File: config.mk
export PLATFORM = sky130hd
export DESIGN_NAME = pme_cfg
export DESIGN_NICKNAME = d
export VERILOG_FILES = /design/src/rtl/pme_pkg.sv /design/src/rtl/pme_cfg.sv
export SDC_FILE = /design/constraint.sdc
export NUM_CORES = 1
export LEC_CHECK = 0
export CAP_MARGIN = 20
export CORE_UTILIZATION = 50
export CTS_CLUSTER_DIAMETER = 100
export CTS_CLUSTER_SIZE = 14
export DETAILED_ROUTE_END_ITERATION = 10
export DONT_BUFFER_PORTS = 1
export GPL_TIMING_DRIVEN = 0
export HOLD_SLACK_MARGIN = 0.02
export PLACE_DENSITY = 0.62
export RECOVER_POWER = 25
export SYNTH_ARGS = -nofsm -noshare
export SYNTH_HDL_FRONTEND = slang
export SYNTH_SLANG_ARGS = --single-unit
File: constraint.sdc
create_clock -name clk -period 1.3 [get_ports clk]
set_input_delay 0.065 -clock clk [delete_from_list [all_inputs] [get_ports clk]]
set_output_delay 0.065 -clock clk [all_outputs]
set_load 0.01 [all_outputs]
File: src/rtl/pme_pkg.sv
package pme_pkg;

	localparam int FRAC_BITS  = 16;
	localparam int DATA_W     = 32;
	localparam int FACT_W     = 24;
	localparam int PROD_W     = DATA_W + FACT_W + 1;
	localparam int CFG_ADDR_W = 3;

	localparam logic signed [DATA_W-1:0] S_MAX = {1'b0, {(DATA_W-1){1'b1}}};
	localparam logic signed [DATA_W-1:0] S_MIN = {1'b1, {(DATA_W-1){1'b0}}};

	typedef enum logic [CFG_ADDR_W-1:0] {
		CFG_GRAVITY   = 3'd0,
		CFG_INV_MASS  = 3'd1,
		CFG_TIME_STEP = 3'd2,
		CFG_GND_FRIC  = 3'd3,
		CFG_AIR_FRIC  = 3'd4,
		CFG_MAX_SPD_X = 3'd5,
		CFG_MAX_SPD_Y = 3'd6,
		CFG_ELASTIC   = 3'd7
	} cfg_idx_t;

	typedef enum logic [1:0] {
		DIR_NONE = 2'd0,
		DIR_NEG  = 2'd1,
		DIR_POS  = 2'd2
	} dir_t;

	// one multiply per step, in frame order
	typedef enum logic [3:0] {
		STEP_BNC_X = 4'd0,
		STEP_BNC_Y = 4'd1,
		STEP_GRAV  = 4'd2,
		STEP_AX_IM = 4'd3,
		STEP_AX_TS = 4'd4,
		STEP_AY_IM = 4'd5,
		STEP_AY_TS = 4'd6,
		STEP_FR_X  = 4'd7,
		STEP_FR_Y  = 4'd8,
		STEP_DSP_X = 4'd9,
		STEP_DSP_Y = 4'd10
	} step_t;

	localparam step_t STEP_LAST = STEP_DSP_Y;

	typedef enum logic [1:0] {
		ST_IDLE = 2'd0,
		ST_MUL  = 2'd1,
		ST_WB   = 2'd2,
		ST_FIN  = 2'd3
	} state_t;

	typedef struct packed {
		logic signed [DATA_W-1:0] force_x;
		logic signed [DATA_W-1:0] force_y;
		logic                     grounded;
		logic                     bounce_x;
		logic                     bounce_y;
		logic                     clear_accel;
	} in_t;

	typedef struct packed {
		logic signed [DATA_W-1:0] pos_x;
		logic signed [DATA_W-1:0] pos_y;
		logic signed [DATA_W-1:0] vel_x;
		logic signed [DATA_W-1:0] vel_y;
		logic signed [DATA_W-1:0] disp_x;
		logic signed [DATA_W-1:0] disp_y;
		logic [1:0]               dir_lr;
		logic [1:0]               dir_ud;
	} out_t;

	typedef struct packed {
		logic signed [DATA_W-1:0] gravity;
		logic [FACT_W-1:0]        inv_mass;
		logic [16:0]              time_step;
		logic [16:0]              gnd_scale;
		logic [16:0]              air_scale;
		logic [30:0]              max_speed_x;
		logic [30:0]              max_speed_y;
		logic [16:0]              elasticity;
	} cfg_t;

	typedef struct packed {
		logic  load;
		logic  mul;
		logic  wb;
		logic  fin;
		step_t step;
	} cmd_t;

	// floor shift of a product, saturated to 32 bits
	function automatic logic signed [DATA_W-1:0] mulq_fix(input logic signed [PROD_W-1:0] p);
		logic signed [PROD_W-1:0] sh;
		logic signed [DATA_W-1:0] r;
		sh = p >>> FRAC_BITS;
		if ((&sh[PROD_W-1:DATA_W-1]) || !(|sh[PROD_W-1:DATA_W-1]))
			r = sh[DATA_W-1:0];
		else if (sh[PROD_W-1])
			r = S_MIN;
		else
			r = S_MAX;
		return r;
	endfunction

	function automatic logic signed [DATA_W-1:0] sat_add(input logic signed [DATA_W-1:0] a,
	                                                     input logic signed [DATA_W-1:0] b);
		logic signed [DATA_W:0] s;
		logic signed [DATA_W-1:0] r;
		s = {a[DATA_W-1], a} + {b[DATA_W-1], b};
		if (s[DATA_W] != s[DATA_W-1])
			r = s[DATA_W] ? S_MIN : S_MAX;
		else
			r = s[DATA_W-1:0];
		return r;
	endfunction

	function automatic logic signed [DATA_W-1:0] neg_sat(input logic signed [DATA_W-1:0] a);
		logic signed [DATA_W-1:0] r;
		if (a == S_MIN)
			r = S_MAX;
		else
			r = -a;
		return r;
	endfunction

	function automatic logic signed [DATA_W-1:0] clamp_mag(input logic signed [DATA_W-1:0] v,
	                                                       input logic [DATA_W-2:0] m);
		logic signed [DATA_W:0] vv;
		logic signed [DATA_W:0] mm;
		logic signed [DATA_W-1:0] r;
		vv = {v[DATA_W-1], v};
		mm = {2'b00, m};
		if (vv > mm)
			r = mm[DATA_W-1:0];
		else if (vv < -mm)
			r = neg_sat(mm[DATA_W-1:0]);
		else
			r = v;
		return r;
	endfunction

	function automatic dir_t dir_of(input logic signed [DATA_W-1:0] v);
		dir_t d;
		if (v[DATA_W-1])
			d = DIR_NEG;
		else if (|v)
			d = DIR_POS;
		else
			d = DIR_NONE;
		return d;
	endfunction

endpackage

File: src/rtl/pme_cfg.sv
module pme_cfg
	import pme_pkg::*;
(
	input  logic                  clk,
	input  logic                  arst_n,
	input  logic                  cfg_we,
	input  logic [CFG_ADDR_W-1:0] cfg_addr,
	input  logic [DATA_W-1:0]     cfg_wdata,
	output cfg_t                  cfg
);

	cfg_t cfg_q;

	always_ff @(posedge clk or negedge arst_n) begin
		if (!arst_n) begin
			cfg_q.gravity     <= '0;
			cfg_q.inv_mass    <= FACT_W'(1 << FRAC_BITS);
			cfg_q.time_step   <= 17'd65536;
			cfg_q.gnd_scale   <= 17'd65536;
			cfg_q.air_scale   <= 17'd65536;
			cfg_q.max_speed_x <= '1;
			cfg_q.max_speed_y <= '1;
			cfg_q.elasticity  <= '0;
		end else if (cfg_we) begin
			case (cfg_idx_t'(cfg_addr))
				CFG_GRAVITY:   cfg_q.gravity     <= cfg_wdata;
				CFG_INV_MASS:  cfg_q.inv_mass    <= cfg_wdata[FACT_W-1:0];
				CFG_TIME_STEP: cfg_q.time_step   <= cfg_wdata[16:0];
				CFG_GND_FRIC:  cfg_q.gnd_scale   <= cfg_wdata[16:0];
				CFG_AIR_FRIC:  cfg_q.air_scale   <= cfg_wdata[16:0];
				CFG_MAX_SPD_X: cfg_q.max_speed_x <= cfg_wdata[30:0];
				CFG_MAX_SPD_Y: cfg_q.max_speed_y <= cfg_wdata[30:0];
				CFG_ELASTIC:   cfg_q.elasticity  <= cfg_wdata[16:0];
				default: ;
			endcase
		end
	end

	assign cfg = cfg_q;

endmodule

==> Word-level counts from Yosys, hierarchy flattened <==
Cells that the tools add are included.
W data, S select, Z words.
{ "op_classes": {"n_eq_ne": 7, "n_reduce_logical": 9} }
{ "ops": {"columns": ["op", "n"], "rows": [
  ["$reduce_and A2 Y1", 8],
  ["$eq A3 B3 Y1 const B", 4],
  ["$eq A3 B2 Y1 const B", 2],
  ["$eq A3 B1 Y1 const B", 1],
  ["$logic_not A3 Y1", 1]
]} }
{ "word_totals": {"register_bits": 186, "input_bits": 38, "out_inout_bits": 186} }

==> Logic depth before layout (Yosys ltp) <==
{ "logic_depth": {"word_depth": 2, "depth_mapped": 5} }

==> Worst setup path after synthesis <==
Ideal clock, no wire load.
{ "synth_path": {"path_type": "input port to flip-flop", "startpoint": "input cfg_addr[0]", "endpoint": "register cfg_q, in the netlist cfg[154]", "arrival_ns": 1.118, "required_time_ns": 1.175, "setup_slack_ns": 0.057, "cell_stages": 4, "n_path_buf": 2, "path_cell_list": "buf_6 nor4b_4 buf_6 mux2_4"} }
{ "synth_via": {"elab_chain_len": 2} }
{ "synth_lines": {"columns": ["element", "line_no", "text"], "rows": [
  ["from (decl)", "pme_cfg.sv:7", "input logic [CFG_ADDR_W-1:0] cfg_addr,"],
  ["$logic_not A3 Y1", "pme_cfg.sv:25", "case (cfg_idx_t'(cfg_addr))"],
  ["$reduce_and A2 Y1 (no line)", null, null],
  ["to (decl)", "pme_cfg.sv:12", "cfg_t cfg_q;"]
]} }
Every way passes these cells.
A chain may end at the register's enable or synchronous reset.

==> Worst setup path after layout <==
{ "layout_path": {"startpoint": "register cfg_q, in the netlist cfg[69]", "endpoint": "output cfg[69] (netlist name)"} }
{ "layout_rtl": {"columns": ["element", "line_no", "text"], "rows": [
  ["to (decl)", "pme_cfg.sv:9", "output cfg_t cfg"]
]} }
No word-level cell between the ends.

==> results.cfg <==
[global_routing]
grt_max_degree = 187
grt_pass1_vias = 3819
track_usage = 0.2091
overflow = 0
antenna_found_initial = 0
grt_pass1_wl_um = 22610

[synthesis]
syn_area_um2 = 7284
synth_seq_cells = 186
synth_cell_types = 13
synth_cells = 402
seq_area_frac_synth = 0.6503
ys_warn_count = 0
syn_area_per_cell_um2 = 18.12
synth_nets = 440

[routing]
drtPass1Iterations = 4
viasPerCell = 5.582
vias = 3606
finalWirelength_um = 15200
detail_route.iter0.violations = 144
drc = 0
wl_per_cell_um = 23.52
ant_nets = 0

[clock_network]
numCtsBuffers = 17
cts_tree = built
h-tree-depth = 4
cts_root_buffer = clkbuf_16
cts_setup_buffers = 0
clk_transition_reported_paths_ns = 0.06
cts.path.max_buffers = 2
cts_resized = 0
ctsHoldBuffers = 32
clkLatencyLatePin_ns = 0.42
clock_sinks = 186

[floorplanning]
core_area_um2 = 14040
die_area_um2 = 15060
die_h_um = 122.7
start_util = 0.5188
ios = 224
die_w_um = 122.7
rows = 43

[sta]
hold_viol = 186
skew_ns = 0
fmax_mhz = 936.3
rsz0062_at_grt = no
setup_viol = 0
fin_crit_ns = 1.068
slew_headroom = 0.6750
worst_slew_pin_slew_ns = 0.4854
slew_viol_final = 0
period_share = 0.8216
hold_ws_ns = -0.6703
tns_ns = 0

[power]
pwr-share-clk = 0.343
swShare = 0.2611
powerDensity_nw_per_um2 = 1926
power.internal_w = 0.01206
seqPwrFrac = 0.554
switchingPower_w = 0.004264
p_leak_nw = 3.627
finalPower_w = 0.01633
p_comb_frac = 0.103
vdd_ir_drop_max_v = 0.0008270

[hold_path]
hold_path_class = in -> async

[critical_path]
cp-end-kind = output pin
crit_arrival_ns = 1.00
crit_type = reg -> out
crit_fanout = 2
ff2ff_path_depth = 1
required_ns = 1.24
worstSetupStartpointType = register
path_depth = 0

[cells_and_area]
final_util = 0.6038
largest_reg_flops = 186
area_growth_pct = 16.39
fillers = 1060
final_common_cell = mux2_2
final_cells = 646
final_cell_mix = mux2_2, dfrtp_1, dfstp_2, mux2_4, dlygate4sd3_1
drive_gt1_frac = 0.6609
n_antenna_cell = 0
final_area_um2 = 8478
finalNetCount = 491

[run]
maxCapViolCount = 0

[run_status]
violations = negative hold slack
status = finished with violations

[placed_design]
hpwl_um = 9834
dp.cells = 582
port_buffers = 0
globalplace.congestion = 0.7057
placed_area_um2 = 7510
stage by stage:
stage | worst slack [ns] | hold slack [ns]
detailed placement | -0.1641 | -0.2266
floorplan | 0.05727 | -0.2306
CTS | 0.2056 | -0.6939
global placement | -0.1459 | -0.2261
finish | 0.2320 | -0.6703
global route | 0.2000 | -0.6953
power groups by stage:
stage	combinational, W	sequential, W	clock, W
6_report	0.00169	0.00904	0.00560
3_5_place_dp	0.00156	0.00916	0
2_1_floorplan	0.00141	0.00873	0
5_1_grt	0.00183	0.00922	0.00596
3_3_place_gp	0.00148	0.00913	0
4_1_cts	0.00171	0.00908	0.00572
cell type report:
cell class / count / area (um2) / share of cell area
plain buffers: 22 / 187.7 / 0.02214
clock buffers: 23 / 488.0 / 0.05756
multi-input cells: 194 / 2360 / 0.2783
repair buffers: 32 / 320.3 / 0.03778
flip-flops and latches: 186 / 4737 / 0.5587
clock inverters: 9 / 160.2 / 0.01889
well taps: 180 / 225.2 / 0.02656
routing by layer:
layer / part of all wire / track usage / vias to the layer above
li1: - / - / 1533
met1: 0.39 / 0.2364 / 1910
met2: 0.50 / 0.3395 / 143
met3: 0.10 / 0.09805 / 20
met4: 0.016 / 0.08689 / 0
met5: 0 / 0 / -
cells by family after synthesis:
logic type | Yosys count | synth area share
buffers and inverters | 22 | 0.02576
flip-flops | 186 | 0.6503
multiplexers | 186 | 0.3081
AND/OR/NAND/NOR | 8 | 0.01580
cell usage after synthesis:
cell type,n,share of area
dfrtp_1,120,0.41
buf_4,1,0.0010
mux2_1,2,0.0031
dfstp_2,66,0.24
nand4b_4,1,0.0033
nor4b_4,1,0.0033
nand4b_1,2,0.0024
nand4_2,1,0.0017
buf_2,9,0.0062
and4bb_2,3,0.0052
mux2_4,40,0.082
mux2_2,144,0.22
buf_6,12,0.019
worst paths after layout:
path                             start  endpoint  slack, ns
setup / recovery               cfg[69]   cfg[69]       0.23
hold / removal                  arst_n  cfg[178]      -0.67
setup reg to reg                cfg[8]    cfg[8]       0.46
hold reg to reg                cfg[10]   cfg[10]       0.58
max in group asynchronous       arst_n   cfg[57]       1.71
min in group clk           cfg_addr[0]  cfg[169]       0.08
No activity file was read; power rests on OpenSTA's default activity.
