--- src/rtl/pme_pkg.sv ---
package pme_pkg;

	localparam int FRAC_BITS  = 16;
	localparam int DATA_W     = 32;
	localparam int FACT_W     = 24;
	localparam int PROD_W     = DATA_W + FACT_W + 1;
	localparam int CFG_ADDR_W = 3;

	localparam logic signed [DATA_W-1:0] S_MAX = {1'b0, {(DATA_W-1){1'b1}}};
	localparam logic signed [DATA_W-1:0] S_MIN = {1'b1, {(DATA_W-1){1'b0}}};

	typedef enum logic [CFG_ADDR_W-1:0] {
		CFG_GRAVITY   = 3'd0,
		CFG_INV_MASS  = 3'd1,
		CFG_TIME_STEP = 3'd2,
		CFG_GND_FRIC  = 3'd3,
		CFG_AIR_FRIC  = 3'd4,
		CFG_MAX_SPD_X = 3'd5,
		CFG_MAX_SPD_Y = 3'd6,
		CFG_ELASTIC   = 3'd7
	} cfg_idx_t;

	typedef enum logic [1:0] {
		DIR_NONE = 2'd0,
		DIR_NEG  = 2'd1,
		DIR_POS  = 2'd2
	} dir_t;

	// one multiply per step, in frame order
	typedef enum logic [3:0] {
		STEP_BNC_X = 4'd0,
		STEP_BNC_Y = 4'd1,
		STEP_GRAV  = 4'd2,
		STEP_AX_IM = 4'd3,
		STEP_AX_TS = 4'd4,
		STEP_AY_IM = 4'd5,
		STEP_AY_TS = 4'd6,
		STEP_FR_X  = 4'd7,
		STEP_FR_Y  = 4'd8,
		STEP_DSP_X = 4'd9,
		STEP_DSP_Y = 4'd10
	} step_t;

	localparam step_t STEP_LAST = STEP_DSP_Y;

	typedef enum logic [1:0] {
		ST_IDLE = 2'd0,
		ST_MUL  = 2'd1,
		ST_WB   = 2'd2,
		ST_FIN  = 2'd3
	} state_t;

	typedef struct packed {
		logic signed [DATA_W-1:0] force_x;
		logic signed [DATA_W-1:0] force_y;
		logic                     grounded;
		logic                     bounce_x;
		logic                     bounce_y;
		logic                     clear_accel;
	} in_t;

	typedef struct packed {
		logic signed [DATA_W-1:0] pos_x;
		logic signed [DATA_W-1:0] pos_y;
		logic signed [DATA_W-1:0] vel_x;
		logic signed [DATA_W-1:0] vel_y;
		logic signed [DATA_W-1:0] disp_x;
		logic signed [DATA_W-1:0] disp_y;
		logic [1:0]               dir_lr;
		logic [1:0]               dir_ud;
	} out_t;

	typedef struct packed {
		logic signed [DATA_W-1:0] gravity;
		logic [FACT_W-1:0]        inv_mass;
		logic [16:0]              time_step;
		logic [16:0]              gnd_scale;
		logic [16:0]              air_scale;
		logic [30:0]              max_speed_x;
		logic [30:0]              max_speed_y;
		logic [16:0]              elasticity;
	} cfg_t;

	typedef struct packed {
		logic  load;
		logic  mul;
		logic  wb;
		logic  fin;
		step_t step;
	} cmd_t;

	// floor shift of a product, saturated to 32 bits
	function automatic logic signed [DATA_W-1:0] mulq_fix(input logic signed [PROD_W-1:0] p);
		logic signed [PROD_W-1:0] sh;
		logic signed [DATA_W-1:0] r;
		sh = p >>> FRAC_BITS;
		if ((&sh[PROD_W-1:DATA_W-1]) || !(|sh[PROD_W-1:DATA_W-1]))
			r = sh[DATA_W-1:0];
		else if (sh[PROD_W-1])
			r = S_MIN;
		else
			r = S_MAX;
		return r;
	endfunction

	function automatic logic signed [DATA_W-1:0] sat_add(input logic signed [DATA_W-1:0] a,
	                                                     input logic signed [DATA_W-1:0] b);
		logic signed [DATA_W:0] s;
		logic signed [DATA_W-1:0] r;
		s = {a[DATA_W-1], a} + {b[DATA_W-1], b};
		if (s[DATA_W] != s[DATA_W-1])
			r = s[DATA_W] ? S_MIN : S_MAX;
		else
			r = s[DATA_W-1:0];
		return r;
	endfunction

	function automatic logic signed [DATA_W-1:0] neg_sat(input logic signed [DATA_W-1:0] a);
		logic signed [DATA_W-1:0] r;
		if (a == S_MIN)
			r = S_MAX;
		else
			r = -a;
		return r;
	endfunction

	function automatic logic signed [DATA_W-1:0] clamp_mag(input logic signed [DATA_W-1:0] v,
	                                                       input logic [DATA_W-2:0] m);
		logic signed [DATA_W:0] vv;
		logic signed [DATA_W:0] mm;
		logic signed [DATA_W-1:0] r;
		vv = {v[DATA_W-1], v};
		mm = {2'b00, m};
		if (vv > mm)
			r = mm[DATA_W-1:0];
		else if (vv < -mm)
			r = neg_sat(mm[DATA_W-1:0]);
		else
			r = v;
		return r;
	endfunction

	function automatic dir_t dir_of(input logic signed [DATA_W-1:0] v);
		dir_t d;
		if (v[DATA_W-1])
			d = DIR_NEG;
		else if (|v)
			d = DIR_POS;
		else
			d = DIR_NONE;
		return d;
	endfunction

endpackage

--- src/rtl/pme_ctrl.sv ---
module pme_ctrl
	import pme_pkg::*;
(
	input  logic clk,
	input  logic arst_n,
	input  logic in_valid,
	output logic in_ready,
	output logic out_valid,
	input  logic out_ready,
	output cmd_t cmd
);

	state_t state_q, state_d;
	step_t  step_q;
	logic   out_valid_q;

	always_comb begin
		state_d = state_q;
		case (state_q)
			ST_IDLE: if (in_valid) state_d = ST_MUL;
			ST_MUL:  state_d = ST_WB;
			ST_WB:   state_d = (step_q == STEP_LAST) ? ST_FIN : ST_MUL;
			ST_FIN:  if (!out_valid_q || out_ready) state_d = ST_IDLE;
			default: state_d = ST_IDLE;
		endcase
	end

	always_comb begin
		in_ready = (state_q == ST_IDLE);
		cmd.load = (state_q == ST_IDLE) && in_valid;
		cmd.mul  = (state_q == ST_MUL);
		cmd.wb   = (state_q == ST_WB);
		cmd.fin  = (state_q == ST_FIN) && (!out_valid_q || out_ready);
		cmd.step = step_q;
	end

	always_ff @(posedge clk or negedge arst_n) begin
		if (!arst_n) begin
			state_q     <= ST_IDLE;
			step_q      <= STEP_BNC_X;
			out_valid_q <= 1'b0;
		end else begin
			state_q <= state_d;
			if (cmd.load)
				step_q <= STEP_BNC_X;
			else if (cmd.wb && step_q != STEP_LAST)
				step_q <= step_t'(step_q + 4'd1);
			if (cmd.fin)
				out_valid_q <= 1'b1;
			else if (out_ready)
				out_valid_q <= 1'b0;
		end
	end

	assign out_valid = out_valid_q;

endmodule

--- config.mk ---
export PLATFORM = sky130hd
export DESIGN_NAME = pme_ctrl
export DESIGN_NICKNAME = d
export VERILOG_FILES = /design/src/rtl/pme_pkg.sv /design/src/rtl/pme_ctrl.sv
export SDC_FILE = /design/constraint.sdc
export NUM_CORES = 1
export LEC_CHECK = 0
export BUFFER_PORTS_ARGS = -buffer_cell sky130_fd_sc_hd__buf_4
export CORE_AREA = 2 2 39 41
export CTS_CLUSTER_DIAMETER = 150
export DETAILED_ROUTE_END_ITERATION = 7
export DIE_AREA = 0 0 41 43
export SETUP_SLACK_MARGIN = 0.1
export SYNTH_ARGS = -nofsm -noshare
export SYNTH_HDL_FRONTEND = slang
export SYNTH_SLANG_ARGS = --single-unit
--- constraint.sdc ---
create_clock -name clk -period 2 [get_ports clk]
set_input_delay 0.4 -clock clk [delete_from_list [all_inputs] [get_ports clk]]
set_output_delay 0.4 -clock clk [all_outputs]
set_load 0.05 [all_outputs]
== Yosys cells after proc, flatten, opt, wreduce, memory -nomap -nowiden ==
Cells that the tools add are included.
Widths: inputs -> output; s select.

* Register bits: 7
* Input port bits: 4
* Output and inout port bits: 10
* Logic and storage cells: 28

* Add/subtract/negate cells: 1
* Equal/unequal tests: 7
* Muxes and demuxes: 8
* Reduce and logical (&&, ||, !) cells: 9

{| class="wikitable"
|+ Operators by type and width
! operator !! number
|-
| $mux 4 || 2
|-
| $pmux 2 s4 || 1
|-
| $mux 2 || 3
|-
| $add 4x1->4 const B || 1
|-
| $eq 2x2->1 const B || 2
|-
| $eq 4x4->1 const B || 1
|-
| $ne 4x4->1 const B || 1
|-
| $reduce_bool 2->1 || 2
|-
| $logic_and 1x1->1 || 3
|-
| $eq 2x1->1 const B || 1
|-
| $logic_not 2->1 || 1
|-
| $mux 1 || 2
|-
| $ne 2x1->1 const B || 1
|-
| $ne 2x2->1 const B || 1
|-
| $reduce_and 2->1 || 1
|-
| $logic_not 1->1 || 1
|-
| $logic_or 1x1->1 || 1
|}

== Logic depth before layout (Yosys ltp) ==
* Depth after elaboration: 4
* Depth in mapped cells: 5
* Mapped depth without buffers: 5

== Worst setup path before layout ==
No wires, ideal clock.

* Path kind: reg2out
* Start: reg state_q[1]
* End: out cmd[7] (netlist name)
* Data arrival time: 1804 ps
* Required time: 1600 ps
* Setup slack: -204 ps
* Stages on the path, launching flop included: 4
* Cell sequence: dfrtp_1 buf_4 nor2_1 and2_1

{| class="wikitable"
|+ RTL lines
! element !! RTL line !! text
|-
| start, declared || pme_ctrl.sv:13 || <nowiki>state_t state_q, state_d;</nowiki>
|-
| start signal, assigned || pme_ctrl.sv:43 || <nowiki>state_q <= state_d;</nowiki>
|-
| end, declared || pme_ctrl.sv:10 || <nowiki>output cmd_t cmd</nowiki>
|}

==> impl_metrics.tcl <==
set metrics [dict create \
    synth.distinct_cells 22 \
    cp_data_arrival_time_ns 1.32 \
    io_pins 14 \
    hpwl_um 630 \
    grt_pass1_vias 299 \
    grt_max_degree 10 \
    cp.required_ns 1.60 \
    core_um2 1380 \
    via_per_inst 4.58 \
    num_vias 339 \
    min_period_over_period_pct 86.0 \
    track_usage_pct 10.8 \
    grt-ovfl-total 0 \
    crit_fanout 9 \
    end_kind "output pin" \
    syn_inst 41 \
    synth_area_per_cell_um2 9.49 \
    clkLatencyLatePin_ns 0.25 \
    outcome "complete, no violations" \
    postCtsSetupRepairBufs 0 \
    clockBufferDepth 2 \
    powerDensity_nw_per_um2 1580 \
    yosys_warnings 0 \
    finalHoldViolCount 0 \
    cellLeakagePower_nw 0.285 \
    slew_viol_final 0 \
    maxCapViolCount 0 \
    antenna_found_initial 0 \
    dpl.cell_count 69 \
    postCtsHoldBufs 1 \
    dpl_cell_area_um2 503 \
    synth_area_um2 389 \
    rows 14 \
    cts_resized 0 \
    grt_pass1_wl_um 1220 \
    drt-pass1-iter-count 2 \
    synth-seq-cells 7 \
    criticalPathCategory "reg2out" \
    cts_buffers 3 \
    fin_nets 65 \
    die_area_um2 1760 \
    cts-root-buf "clkbuf_4" \
    ys_seq_area_share_pct 45.0 \
    drc 0 \
    io_buffers 13 \
    fin_crit_ns 1.72 \
    cts_tree "built" \
    rsz0062_at_grt "false" \
    clk_pin_slew_ns 0.05 \
    postRouteAntennaNets 0 \
    gp_congestion 0.756 \
    design_area_um2 539 \
    diodes 0 \
    cts-htree-levels 1 \
    syn_nets 47 \
    startpoint_type "flop" \
    postRouteWirelength_um 790 \
    cts.sinks 7 \
    tightest_slew_ns 0.320 \
    routedWlPerCell_um 10.7 \
    final_layout_size_suffix_gt1_share_pct 34.5 \
    die_y_um 43 \
    vdd_ir_drop_max_mv 0.650 \
    min_path_type "in2reg" \
    clock_skew_ns 0.00406 \
    start_util_pct 28.1 \
    area_growth_pct 38.6 \
    setup_viol 0 \
    fmax_ghz 0.582 \
    drtIter0Drc 8 \
    final_cells 74 \
    relSlewSlack_pct 78.6 \
    fin_tns_setup_ns 0 \
    die_w_um 41 \
    fillers 145 \
]
-- synth_stat cells --
master	n	area, µm²
nand2_1	2	7.51
nor2_1	5	18.8
nor2b_1	1	6.26
nand3b_1	1	7.51
nor3_1	1	5.00
nand2b_4	1	13.8
o21a_1	1	7.51
ha_1	2	25.0
mux2i_1	1	10.0
a2bb2oi_1	1	8.76
buf_4	1	7.51
nand2b_1	1	6.26
a21oi_2	1	8.76
or3_1	1	6.26
o311ai_0	1	8.76
inv_1	3	11.3
a21oi_1	4	20.0
o21ai_0	2	10.0
dfrtp_1	7	175
and3b_1	1	8.76
nand3_1	2	10.0
and2_1	1	6.26
-- report_power, final --
| group | total [mW] | internal (mW) | switching [mW] |
|---|---|---|---|
| registers | 0.272 | 0.193 | 0.0786 |
| clock network | 0.127 | 0.0761 | 0.0510 |
| logic | 0.452 | 0.148 | 0.304 |
-- cells by family after synthesis --
logic type      Yosys count  synth area share, %
fa+ha+maj                 2                 6.43
simple gates             17                 24.8
compound gates           10                 16.4
flops                     7                 45.0
mux                       1                 2.57
buf+inv                   4                 4.82
-- state kept, by name, summed over array words and instances (netlist names) --
register,cells
out_valid,1
state_q,2
step_q,4
-- worst paths after layout --
kind	start	end	slack (ns)	cells past startpoint
worst min-delay path	in_valid	step_q[0]	0.36	2
worst max-delay path	state_q[1]	cmd[7]	0.28	3
min in group asynchronous	arst_n	step_q[1]	0.49	2
worst min register to register	out_valid	out_valid	0.52	2
max in group asynchronous	arst_n	state_q[0]	1.39	2
worst max register to register	step_q[0]	step_q[0]	0.60	5
-- final cells by class --
type	count	area [µm²]	area share, %
tap	16	20.0	3.71
inverter	3	11.3	2.09
timing repair buffer	14	108	20.0
multi-input combinational	30	199	36.9
clock buffer	4	26.3	4.87
sequential	7	175	32.5
-- cell usage in the layout, fill, tap and decap left out, types with 2 or more instances in the layout --
cell type	synthesis	layout
inv_1	3	3
o21ai_0	2	2
dfrtp_1	7	7
nand2_1	2	2
buf_4	1	13
nor2_1	5	4
nand3_1	2	2
ha_1	2	2
a21oi_1	4	4
clkbuf_4	0	3
-- per-stage QoR --
step | worst slack, ns | power (mW) | hold WS [ns] | util, %
floorplan | 0.114 | 0.590 | 0.104 | -
global placement | 0.538 | 0.731 | 0.217 | 36.3
detailed placement | 0.542 | 0.732 | 0.217 | 36.3
CTS | 0.269 | 0.860 | 0.367 | 39.0
global route | 0.216 | 0.911 | 0.361 | 39.0
finish | 0.280 | 0.851 | 0.363 | 39.0
-- per-layer routing --
layer,global-route usage (%),wire length (µm),up-vias
met4,2.00,0,0
met2,13.8,374,13
li1,-,-,174
met3,9.42,73,0
met5,0,0,-
met1,13.8,343,152
-- worst max-delay path, cell delays in order, from the launching register on --
cell and delay [ns]:
dfrtp_1 0.48, nor2_2 0.19, and2_2 0.19, buf_4 0.20
Power figures use the tool's default switching activity.
